[src/rtl/core/ffba_pkg.sv]
// shared types, codes and defaults of the first-fit block allocator
package ffba_pkg;

    // field widths
    localparam int ADDR_W   = 20;
    localparam int STATUS_W = 2;

    // parameter defaults and register reset value
    localparam int                DEF_MAX_BLOCKS   = 64;
    localparam int                DEF_HEADER_BYTES = 24;
    localparam logic [ADDR_W-1:0] HEAP_LIMIT_RESET = 20'hFFFFF;

    // operation codes carried in tuser
    localparam logic FUNC_ALLOC = 1'b0;
    localparam logic FUNC_FREE  = 1'b1;

    // result status codes
    typedef enum logic [STATUS_W-1:0] {
        ST_OK        = 2'd0,
        ST_NULL      = 2'd1,
        ST_OOM       = 2'd2,
        ST_NOT_FOUND = 2'd3
    } status_t;

    // sequencer states
    typedef enum logic [1:0] {
        S_IDLE,
        S_SCAN,
        S_FINISH
    } state_t;

    // one block table entry as read back
    typedef struct packed {
        logic [ADDR_W-1:0] start;
        logic [ADDR_W-1:0] size;
        logic              free;
    } entry_t;

    // block table write request
    typedef struct packed {
        logic              en;    // write the free flag
        logic              full;  // also write start and size
        logic              free;
        logic [ADDR_W-1:0] start;
        logic [ADDR_W-1:0] size;
    } tbl_wr_t;

    // one result item
    typedef struct packed {
        status_t           status;
        logic [ADDR_W-1:0] addr;
    } result_t;

endpackage

[src/rtl/core/ffba_table.sv]
// block table memory: one write port, one registered read port
module ffba_table
    import ffba_pkg::*;
#(
    parameter int DEPTH = DEF_MAX_BLOCKS
) (
    input  logic                     aclk,
    input  logic                     rd_en,
    input  logic [$clog2(DEPTH)-1:0] rd_addr,
    output entry_t                   rd_data,
    input  tbl_wr_t                  wr,
    input  logic [$clog2(DEPTH)-1:0] wr_addr
);

    logic [ADDR_W-1:0] start_mem [DEPTH];
    logic [ADDR_W-1:0] size_mem  [DEPTH];
    logic              free_mem  [DEPTH];
    entry_t            rd_data_reg;

    // write port
    always_ff @(posedge aclk) begin
        if (wr.en) begin
            free_mem[wr_addr] <= wr.free;
            if (wr.full) begin
                start_mem[wr_addr] <= wr.start;
                size_mem[wr_addr]  <= wr.size;
            end
        end
    end

    // registered read port
    always_ff @(posedge aclk) begin
        if (rd_en) begin
            rd_data_reg.start <= start_mem[rd_addr];
            rd_data_reg.size  <= size_mem[rd_addr];
            rd_data_reg.free  <= free_mem[rd_addr];
        end
    end

    assign rd_data = rd_data_reg;

endmodule

[src/rtl/core/ffba_ctrl.sv]
// sequencer, table walk with shared compare unit, and heap bookkeeping
module ffba_ctrl
    import ffba_pkg::*;
#(
    parameter int MAX_BLOCKS   = DEF_MAX_BLOCKS,
    parameter int HEADER_BYTES = DEF_HEADER_BYTES
) (
    input  logic                          aclk,
    input  logic                          aresetn,
    // request side
    input  logic                          in_valid,
    output logic                          in_ready,
    input  logic                          in_func,
    input  logic [ADDR_W-1:0]             in_size,
    input  logic [ADDR_W-1:0]             in_addr,
    input  logic [ADDR_W-1:0]             heap_limit,
    // block table
    output logic                          tbl_rd_en,
    output logic [$clog2(MAX_BLOCKS)-1:0] tbl_rd_addr,
    input  entry_t                        tbl_rd_data,
    output tbl_wr_t                       tbl_wr,
    output logic [$clog2(MAX_BLOCKS)-1:0] tbl_wr_addr,
    // result side
    output logic                          res_valid,
    input  logic                          res_ready,
    output result_t                       res
);

    localparam int IW = $clog2(MAX_BLOCKS);
    localparam int CW = $clog2(MAX_BLOCKS + 1);

    state_t              state_reg, state_next;
    logic [CW-1:0]       count_reg, count_next;
    logic [ADDR_W-1:0]   top_reg, top_next;
    logic                func_reg;
    logic [ADDR_W-1:0]   size_reg;
    logic [ADDR_W-1:0]   addr_reg;
    logic [ADDR_W:0]     payload_reg;
    logic                null_reg;
    logic [CW-1:0]       idx_reg;
    logic                pend_reg;
    logic [IW-1:0]       pidx_reg;
    logic                found_reg;
    logic [IW-1:0]       fidx_reg;
    logic [ADDR_W-1:0]   fstart_reg;

    logic                in_fire;
    logic                in_null;
    logic                issue;
    logic                match;
    logic                hit;
    logic                scan_end;
    logic [ADDR_W+1:0]   new_top;
    logic                oom;
    logic                is_last;
    logic                res_fire;

    assign in_ready = (state_reg == S_IDLE);
    assign in_fire  = in_valid && in_ready;
    assign in_null  = (in_func == FUNC_ALLOC) ? (in_size == '0) : (in_addr == '0);
    assign res_fire = res_valid && res_ready;

    // table walk: one read issued per cycle, compare on the entry read the cycle before
    assign issue       = (state_reg == S_SCAN) && (idx_reg < count_reg);
    assign tbl_rd_en   = issue;
    assign tbl_rd_addr = idx_reg[IW-1:0];

    // shared compare unit: fit test for allocate, address match for free
    assign match = (func_reg == FUNC_ALLOC) ?
                   (tbl_rd_data.free && (tbl_rd_data.size >= size_reg)) :
                   (tbl_rd_data.start == addr_reg);
    assign hit      = pend_reg && match;
    assign scan_end = (state_reg == S_SCAN) && (hit || !issue);

    // append check and top-block test
    assign new_top = {1'b0, payload_reg} + {2'b00, size_reg};
    assign oom     = (count_reg >= CW'(MAX_BLOCKS)) || (new_top > {2'b00, heap_limit});
    assign is_last = (CW'(fidx_reg) + CW'(1)) == count_reg;

    // next state
    always_comb begin
        state_next = state_reg;
        unique case (state_reg)
            S_IDLE: begin
                if (in_fire) begin
                    state_next = in_null ? S_FINISH : S_SCAN;
                end
            end
            S_SCAN: begin
                if (scan_end) begin
                    state_next = S_FINISH;
                end
            end
            S_FINISH: begin
                if (res_ready) begin
                    state_next = S_IDLE;
                end
            end
            default: state_next = S_IDLE;
        endcase
    end

    // result, table update and heap bookkeeping
    always_comb begin
        res_valid   = (state_reg == S_FINISH);
        res.status  = ST_OK;
        res.addr    = '0;
        tbl_wr      = '0;
        tbl_wr_addr = fidx_reg;
        count_next  = count_reg;
        top_next    = top_reg;
        if (state_reg == S_FINISH) begin
            if (null_reg) begin
                res.status = ST_NULL;
            end else if (func_reg == FUNC_ALLOC) begin
                if (found_reg) begin
                    // reuse the first fitting free block as it is
                    res.addr    = fstart_reg;
                    tbl_wr.en   = 1'b1;
                    tbl_wr.free = 1'b0;
                end else if (oom) begin
                    res.status = ST_OOM;
                end else begin
                    // append a new block at the heap top
                    res.addr     = payload_reg[ADDR_W-1:0];
                    tbl_wr.en    = 1'b1;
                    tbl_wr.full  = 1'b1;
                    tbl_wr.free  = 1'b0;
                    tbl_wr.start = payload_reg[ADDR_W-1:0];
                    tbl_wr.size  = size_reg;
                    tbl_wr_addr  = count_reg[IW-1:0];
                    count_next   = CW'(count_reg + CW'(1));
                    top_next     = new_top[ADDR_W-1:0];
                end
            end else begin
                if (!found_reg) begin
                    res.status = ST_NOT_FOUND;
                end else if (is_last) begin
                    // topmost block goes away and the heap shrinks
                    count_next = CW'(count_reg - CW'(1));
                    top_next   = addr_reg - ADDR_W'(HEADER_BYTES);
                end else begin
                    tbl_wr.en   = 1'b1;
                    tbl_wr.free = 1'b1;
                end
            end
            // nothing changes until the result beat is taken
            if (!res_fire) begin
                tbl_wr.en  = 1'b0;
                count_next = count_reg;
                top_next   = top_reg;
            end
        end
    end

    // control registers
    always_ff @(posedge aclk) begin
        if (!aresetn) begin
            state_reg <= S_IDLE;
            count_reg <= '0;
            top_reg   <= '0;
            pend_reg  <= 1'b0;
        end else begin
            state_reg <= state_next;
            count_reg <= count_next;
            top_reg   <= top_next;
            if (in_fire) begin
                pend_reg <= 1'b0;
            end else if (state_reg == S_SCAN) begin
                pend_reg <= issue;
            end
        end
    end

    // request capture and walk registers
    always_ff @(posedge aclk) begin
        if (in_fire) begin
            func_reg    <= in_func;
            size_reg    <= in_size;
            addr_reg    <= in_addr;
            null_reg    <= in_null;
            payload_reg <= {1'b0, top_reg} + (ADDR_W + 1)'(HEADER_BYTES);
            idx_reg     <= '0;
            found_reg   <= 1'b0;
        end else if (state_reg == S_SCAN) begin
            if (issue) begin
                idx_reg <= CW'(idx_reg + CW'(1));
            end
            pidx_reg <= idx_reg[IW-1:0];
            if (hit) begin
                found_reg  <= 1'b1;
                fidx_reg   <= pidx_reg;
                fstart_reg <= tbl_rd_data.start;
            end
        end
    end

`ifndef SYNTHESIS
    // table never holds more blocks than it has rows
    a_count_bound: assert property (@(posedge aclk) disable iff (!aresetn)
        count_reg <= CW'(MAX_BLOCKS))
        else $error("block count above table depth");

    // an empty table means an empty heap
    a_empty_heap: assert property (@(posedge aclk) disable iff (!aresetn)
        (count_reg == '0) |-> (top_reg == '0))
        else $error("heap top not zero with empty table");

    // the table is only written while a result beat is delivered
    a_wr_on_result: assert property (@(posedge aclk) disable iff (!aresetn)
        tbl_wr.en |-> res_fire)
        else $error("table write outside result beat");

    // block count changes only while a result beat is delivered, by at most one per item
    a_count_step: assert property (@(posedge aclk) disable iff (!aresetn)
        (count_reg != count_next) |-> res_fire)
        else $error("block count changed outside result beat");
`endif

endmodule

[src/rtl/core/first_fit_block_allocator.sv]
// First-fit block allocator over a heap of byte offsets. Each request beat
// on s_ (tuser 0 allocate, 1 free) gives exactly one result beat on m_
// (status in tuser, payload offset in tdata). The block table is a memory
// walked one entry per cycle through its single read port; the walk stops
// early when a fitting or matching block is found, and a null request skips
// the walk. s_tready is high only between items; a finished result
// waits in the output register while the next request is taken. The table
// needs no clearing after reset. heap_limit is written through cfg_we and
// cfg_wdata; the user must write it only while the block is idle, which
// the block itself does not enforce.
module first_fit_block_allocator
    import ffba_pkg::*;
#(
    parameter int MAX_BLOCKS   = DEF_MAX_BLOCKS,
    parameter int HEADER_BYTES = DEF_HEADER_BYTES
) (
    input  logic              aclk,
    input  logic              aresetn,
    // configuration
    input  logic              cfg_we,
    input  logic [ADDR_W-1:0] cfg_wdata,    // heap_limit
    // request stream
    input  logic              s_tvalid,
    output logic              s_tready,
    input  logic [39:0]       s_tdata,      // alloc_size [19:0], free_addr [39:20]
    input  logic              s_tuser,      // func
    // result stream
    output logic              m_tvalid,
    input  logic              m_tready,
    output logic [23:0]       m_tdata,      // block_addr [19:0], zero [23:20]
    output logic [1:0]        m_tuser       // status
);

    localparam int IW = $clog2(MAX_BLOCKS);

    logic [ADDR_W-1:0] heap_limit_reg;
    logic              m_tvalid_reg;
    result_t           m_res_reg;

    logic              tbl_rd_en;
    logic [IW-1:0]     tbl_rd_addr;
    entry_t            tbl_rd_data;
    tbl_wr_t           tbl_wr;
    logic [IW-1:0]     tbl_wr_addr;
    logic              res_valid;
    logic              res_ready;
    result_t           res;

    // heap limit register
    always_ff @(posedge aclk) begin
        if (!aresetn) begin
            heap_limit_reg <= HEAP_LIMIT_RESET;
        end else if (cfg_we) begin
            heap_limit_reg <= cfg_wdata;
        end
    end

    ffba_ctrl #(
        .MAX_BLOCKS   (MAX_BLOCKS),
        .HEADER_BYTES (HEADER_BYTES)
    ) u_ctrl (
        .aclk        (aclk),
        .aresetn     (aresetn),
        .in_valid    (s_tvalid),
        .in_ready    (s_tready),
        .in_func     (s_tuser),
        .in_size     (s_tdata[ADDR_W-1:0]),
        .in_addr     (s_tdata[2*ADDR_W-1:ADDR_W]),
        .heap_limit  (heap_limit_reg),
        .tbl_rd_en   (tbl_rd_en),
        .tbl_rd_addr (tbl_rd_addr),
        .tbl_rd_data (tbl_rd_data),
        .tbl_wr      (tbl_wr),
        .tbl_wr_addr (tbl_wr_addr),
        .res_valid   (res_valid),
        .res_ready   (res_ready),
        .res         (res)
    );

    ffba_table #(
        .DEPTH (MAX_BLOCKS)
    ) u_table (
        .aclk    (aclk),
        .rd_en   (tbl_rd_en),
        .rd_addr (tbl_rd_addr),
        .rd_data (tbl_rd_data),
        .wr      (tbl_wr),
        .wr_addr (tbl_wr_addr)
    );

    // output register between the sequencer and the result stream
    assign res_ready = !m_tvalid_reg || m_tready;

    always_ff @(posedge aclk) begin
        if (!aresetn) begin
            m_tvalid_reg <= 1'b0;
        end else if (res_ready) begin
            m_tvalid_reg <= res_valid;
        end
    end

    always_ff @(posedge aclk) begin
        if (res_ready && res_valid) begin
            m_res_reg <= res;
        end
    end

    assign m_tvalid = m_tvalid_reg;
    assign m_tdata  = {4'b0000, m_res_reg.addr};
    assign m_tuser  = m_res_reg.status;

endmodule
[config.mk]
export PLATFORM = sky130hd
export DESIGN_NAME = first_fit_block_allocator
export DESIGN_NICKNAME = d
export VERILOG_FILES = /design/src/rtl/core/ffba_pkg.sv /design/src/rtl/core/ffba_table.sv /design/src/rtl/core/ffba_ctrl.sv /design/src/rtl/core/first_fit_block_allocator.sv
export SDC_FILE = /design/constraint.sdc
export NUM_CORES = 2
export LEC_CHECK = 0
export BUFFER_PORTS_ARGS = -buffer_cell sky130_fd_sc_hd__buf_2
export CELL_PAD_IN_SITES_DETAIL_PLACEMENT = 0
export CELL_PAD_IN_SITES_GLOBAL_PLACEMENT = 1
export CORE_MARGIN = 2
export CORE_UTILIZATION = 50
export CTS_CLUSTER_DIAMETER = 200
export DETAILED_ROUTE_END_ITERATION = 6
export PLACE_DENSITY_LB_ADDON = 0.1
export SYNTH_ARGS = -nofsm -noshare
export SYNTH_HDL_FRONTEND = slang
export SYNTH_SLANG_ARGS = --single-unit
[constraint.sdc]
create_clock -name aclk -period 17.4 [get_ports aclk]
set_clock_uncertainty 0.1 [all_clocks]
set_input_delay 1.74 -clock aclk [delete_from_list [all_inputs] [get_ports aclk]]
set_output_delay 1.74 -clock aclk [all_outputs]
set_load 0.01 [all_outputs]
==> qor.csv <==
metric,value,unit
Post-synth ARST share,0,
vias in the first global route,51870,
status,"finished, final reports clean",
share of layout cells above drive strength 1,0.3090,
hold bufs inserted after CTS,0,
vias per cell,6.175,
first-pass GRT wire length,396500,um
cell with the most instances after synthesis,edfxtp_1,
Worst Path Required,17830,ps
RSZ-0062 raised after global routing,no,
clk sinks,2841,
cells along the critical path,"ha_1, fa_1, a21oi_1, o21ai_1, a31oi_1, and2_1, o41ai_1, mux2i_1, nor3b_1, ha_1, a2111oi_0, o21ai_0, o21a_1, a2111oi_4, o21ai_2, nor4_4, buf_4, buf_4, a41oi_4, buf_4, nor2_4, buf_4",
IO Count,94,
die height,475.5,um
P&R area growth vs syn,13.11,%
Most common cell on crit path,buf_4,
pwr/cell area,112.1,mW/mm^2
Rel. slew slack,0.1317,
Setup crit start,u_ctrl.size_reg[0]$_DFFE_PP_,
max-cap viol count,0,
hold crit path type,reg2reg,
Peak VDD IR,0.0001189,V
# port buffers,89,
Worst Hold Endpoint,u_ctrl.fidx_reg[3]$_DFFE_PP_,
Final HPWL DP,164200,um
synth warn,0,
largest area contributor in the netlist,edfxtp_1,
synthesized netlist cell count,4856,
die area,0.2261,mm^2
setup TNS,0,ps
routability cong.,0.8568,
Worst R2R Path Depth,22,
leakage power,39.61,nW
critical path type,reg2reg,
row count,173,
"Hold Vio Cnt, Final",0,
Largest regs,"u_table.size_mem x1280, u_table.start_mem x1280, u_table.free_mem x64",
FF-to-FF End,u_table.start_mem[44][9]$_DFFE_PP_,
Yosys reg bits,2841,
via count,51745,
R2R Setup Slk,9970,ps
1st-iter DRT viols,6143,
"slowest stage delay, CP",660,ps
post-layout min period,7426,ps
gr ovfl total,0,
sequential area share after synthesis,0.7621,
CP Max Fanout,41,
Worst-path clk slew,60,ps
Layout Utilization,0.5673,
# setup viols final,0,
Root Driver,clkbuf_16,
CTS buffer count,313,
buffer depth of the longest clock path,4,
TritonCTS clock tree,yes,
Starting Density,0.5015,
Mapped Avg Cell Area,22.89,um^2
worst-skew pair later-pin latency,940,ps
Die W,475.5,um
htree depth,5,
Post-synth EDFFs,2782,
total track usage,0.2508,
Netlist cell types,73,
crit end category,flip-flop,
fin crit share,0.4268,
"top cells by count, synth","edfxtp_1 (2782), mux4_2 (861), nor2_1 (197)",
CTS resizes,0,
Core Region,0.2217,mm^2
slew of the pin with the lowest slew margin,1302,ps
ANT nets after route,0,
initial antenna violation count,32,
Worst EP arrival,7850,ps
# DRC,0,
Final nets,5319,
CP max-delay cell,buf_4,
postcts setup bufs,0,
drt wl/cell,33.50,um
highest clock rate,0.1347,GHz
synthesized cell area,0.1112,mm^2
Reg-to-Reg Start,u_ctrl.size_reg[0]$_DFFE_PP_,
Pre-antenna DRT Iters,6,
min-delay src,u_ctrl.pidx_reg[3]$_DFFE_PP_,
Setup crit start kind,flip-flop,
largest net degree at the start of global routing,122,
hold depth,0,
Final Max Slew Viols,0,
ys flop type,edfxtp_1,
post-synth top area share,0.7515,
Area contributors post-synth,"edfxtp_1 (75%), mux4_2 (17%), dfxtp_1 (1.1%), ha_1 (0.84%), nor2_1 (0.67%)",
Total Wirelength,280800,um
-- cells by family (layout without fill, tap and decap cells) --
logic type | after synthesis | in the layout | share of synthesized area
adder cells (fa/ha/maj) | 77 | 77 | 0.008802
AO/OA/AOI/OAI | 221 | 221 | 0.01557
flip-flops | 2841 | 2841 | 0.7621
AND/OR/NAND/NOR | 458 | 458 | 0.02054
multiplexers | 875 | 875 | 0.1757
other | 1 | 7 | 0.00003373
XOR/XNOR | 79 | 79 | 0.006224
buffers and inverters | 304 | 847 | 0.01101
-- per-layer routing --
layer	wire length, um	up-vias	GRT usage
met5	13	-	0
met4	6646	2	0.06217
met3	21240	381	0.05162
met2	134700	1887	0.3935
met1	118200	28201	0.3647
li1	-	21274	-
-- critical path: cells and delay by family (launching register included) --
family                     cells  cell delay [ps]
AOI/OAI and AO/OA             10             2540
buffers and inverters          4             2030
adders and majority gates      3              850
and+or+nand+nor                4              750
DFF                            1              420
muxes                          1              160
-- report_power, final --
group          switching [mW]  internal (mW)  leakage, nW
clock                    2.57           3.65         4.67
sequential             0.0251           7.45         26.6
combinational           0.237          0.168         8.38
total                    2.83           11.3         39.6
-- cell usage in the layout, fill, tap and decap left out, types with 14 or more instances in the layout --
cell type and count:
nor2_4 64, edfxtp_1 2782, a21o_1 48, ha_1 75, clkbuf_16 325, a21oi_1 46, clkbuf_1 62, o211ai_1 28
nor4_1 14, inv_1 61, nor2_1 136, mux4_2 861, clkinv_1 66, nor3_1 23, o21ai_0 14, bufinv_16 17
and2_2 29, dfxtp_1 53, xnor2_1 41, clkinv_2 56, nand2_1 72, nand3_1 25, xor2_1 38, buf_4 150
nand4_1 14, buf_2 89
-- through the flow --
stage                     total power, mW  setup slack, ps  cells  cell area [um^2]  hold WS [ps]
final                               14.10             9974   8380            125700         320.9
after global routing                14.51             9571   8378            125700         336.5
after CTS                           14.23            10060   8377            125700         320.6
after detailed placement            8.027            10110   7836            116200         307.4
after global placement              8.024             9969   7836            116200         301.3
after floorplan                     7.889            10450   4859            111200         300.3
-- final cells by class --
| cell class | count | area [um^2] |
|---|---|---|
| diodes | 3 | 7.507 |
| clock buffers | 388 | 8379 |
| clock inverters | 153 | 1161 |
| fillers | 16394 | 95910 |
| inverters | 62 | 232.7 |
| multi-input cells | 1714 | 25820 |
| flip-flops and latches | 2841 | 84740 |
| well taps | 2975 | 3722 |
| repair buffers | 244 | 1672 |
-- worst max path at each step --
stage,end,slack [ps]
floorplan,u_table.size_mem[32][0]$_DFFE_PP_,10450
global placement,u_table.start_mem[44][17]$_DFFE_PP_,9970
detailed placement,u_table.start_mem[44][18]$_DFFE_PP_,10110
CTS,u_table.start_mem[44][9]$_DFFE_PP_,10060
global route,u_table.start_mem[44][9]$_DFFE_PP_,9570
finish,u_table.start_mem[44][9]$_DFFE_PP_,9970
(Power assumes the default switching activity.)
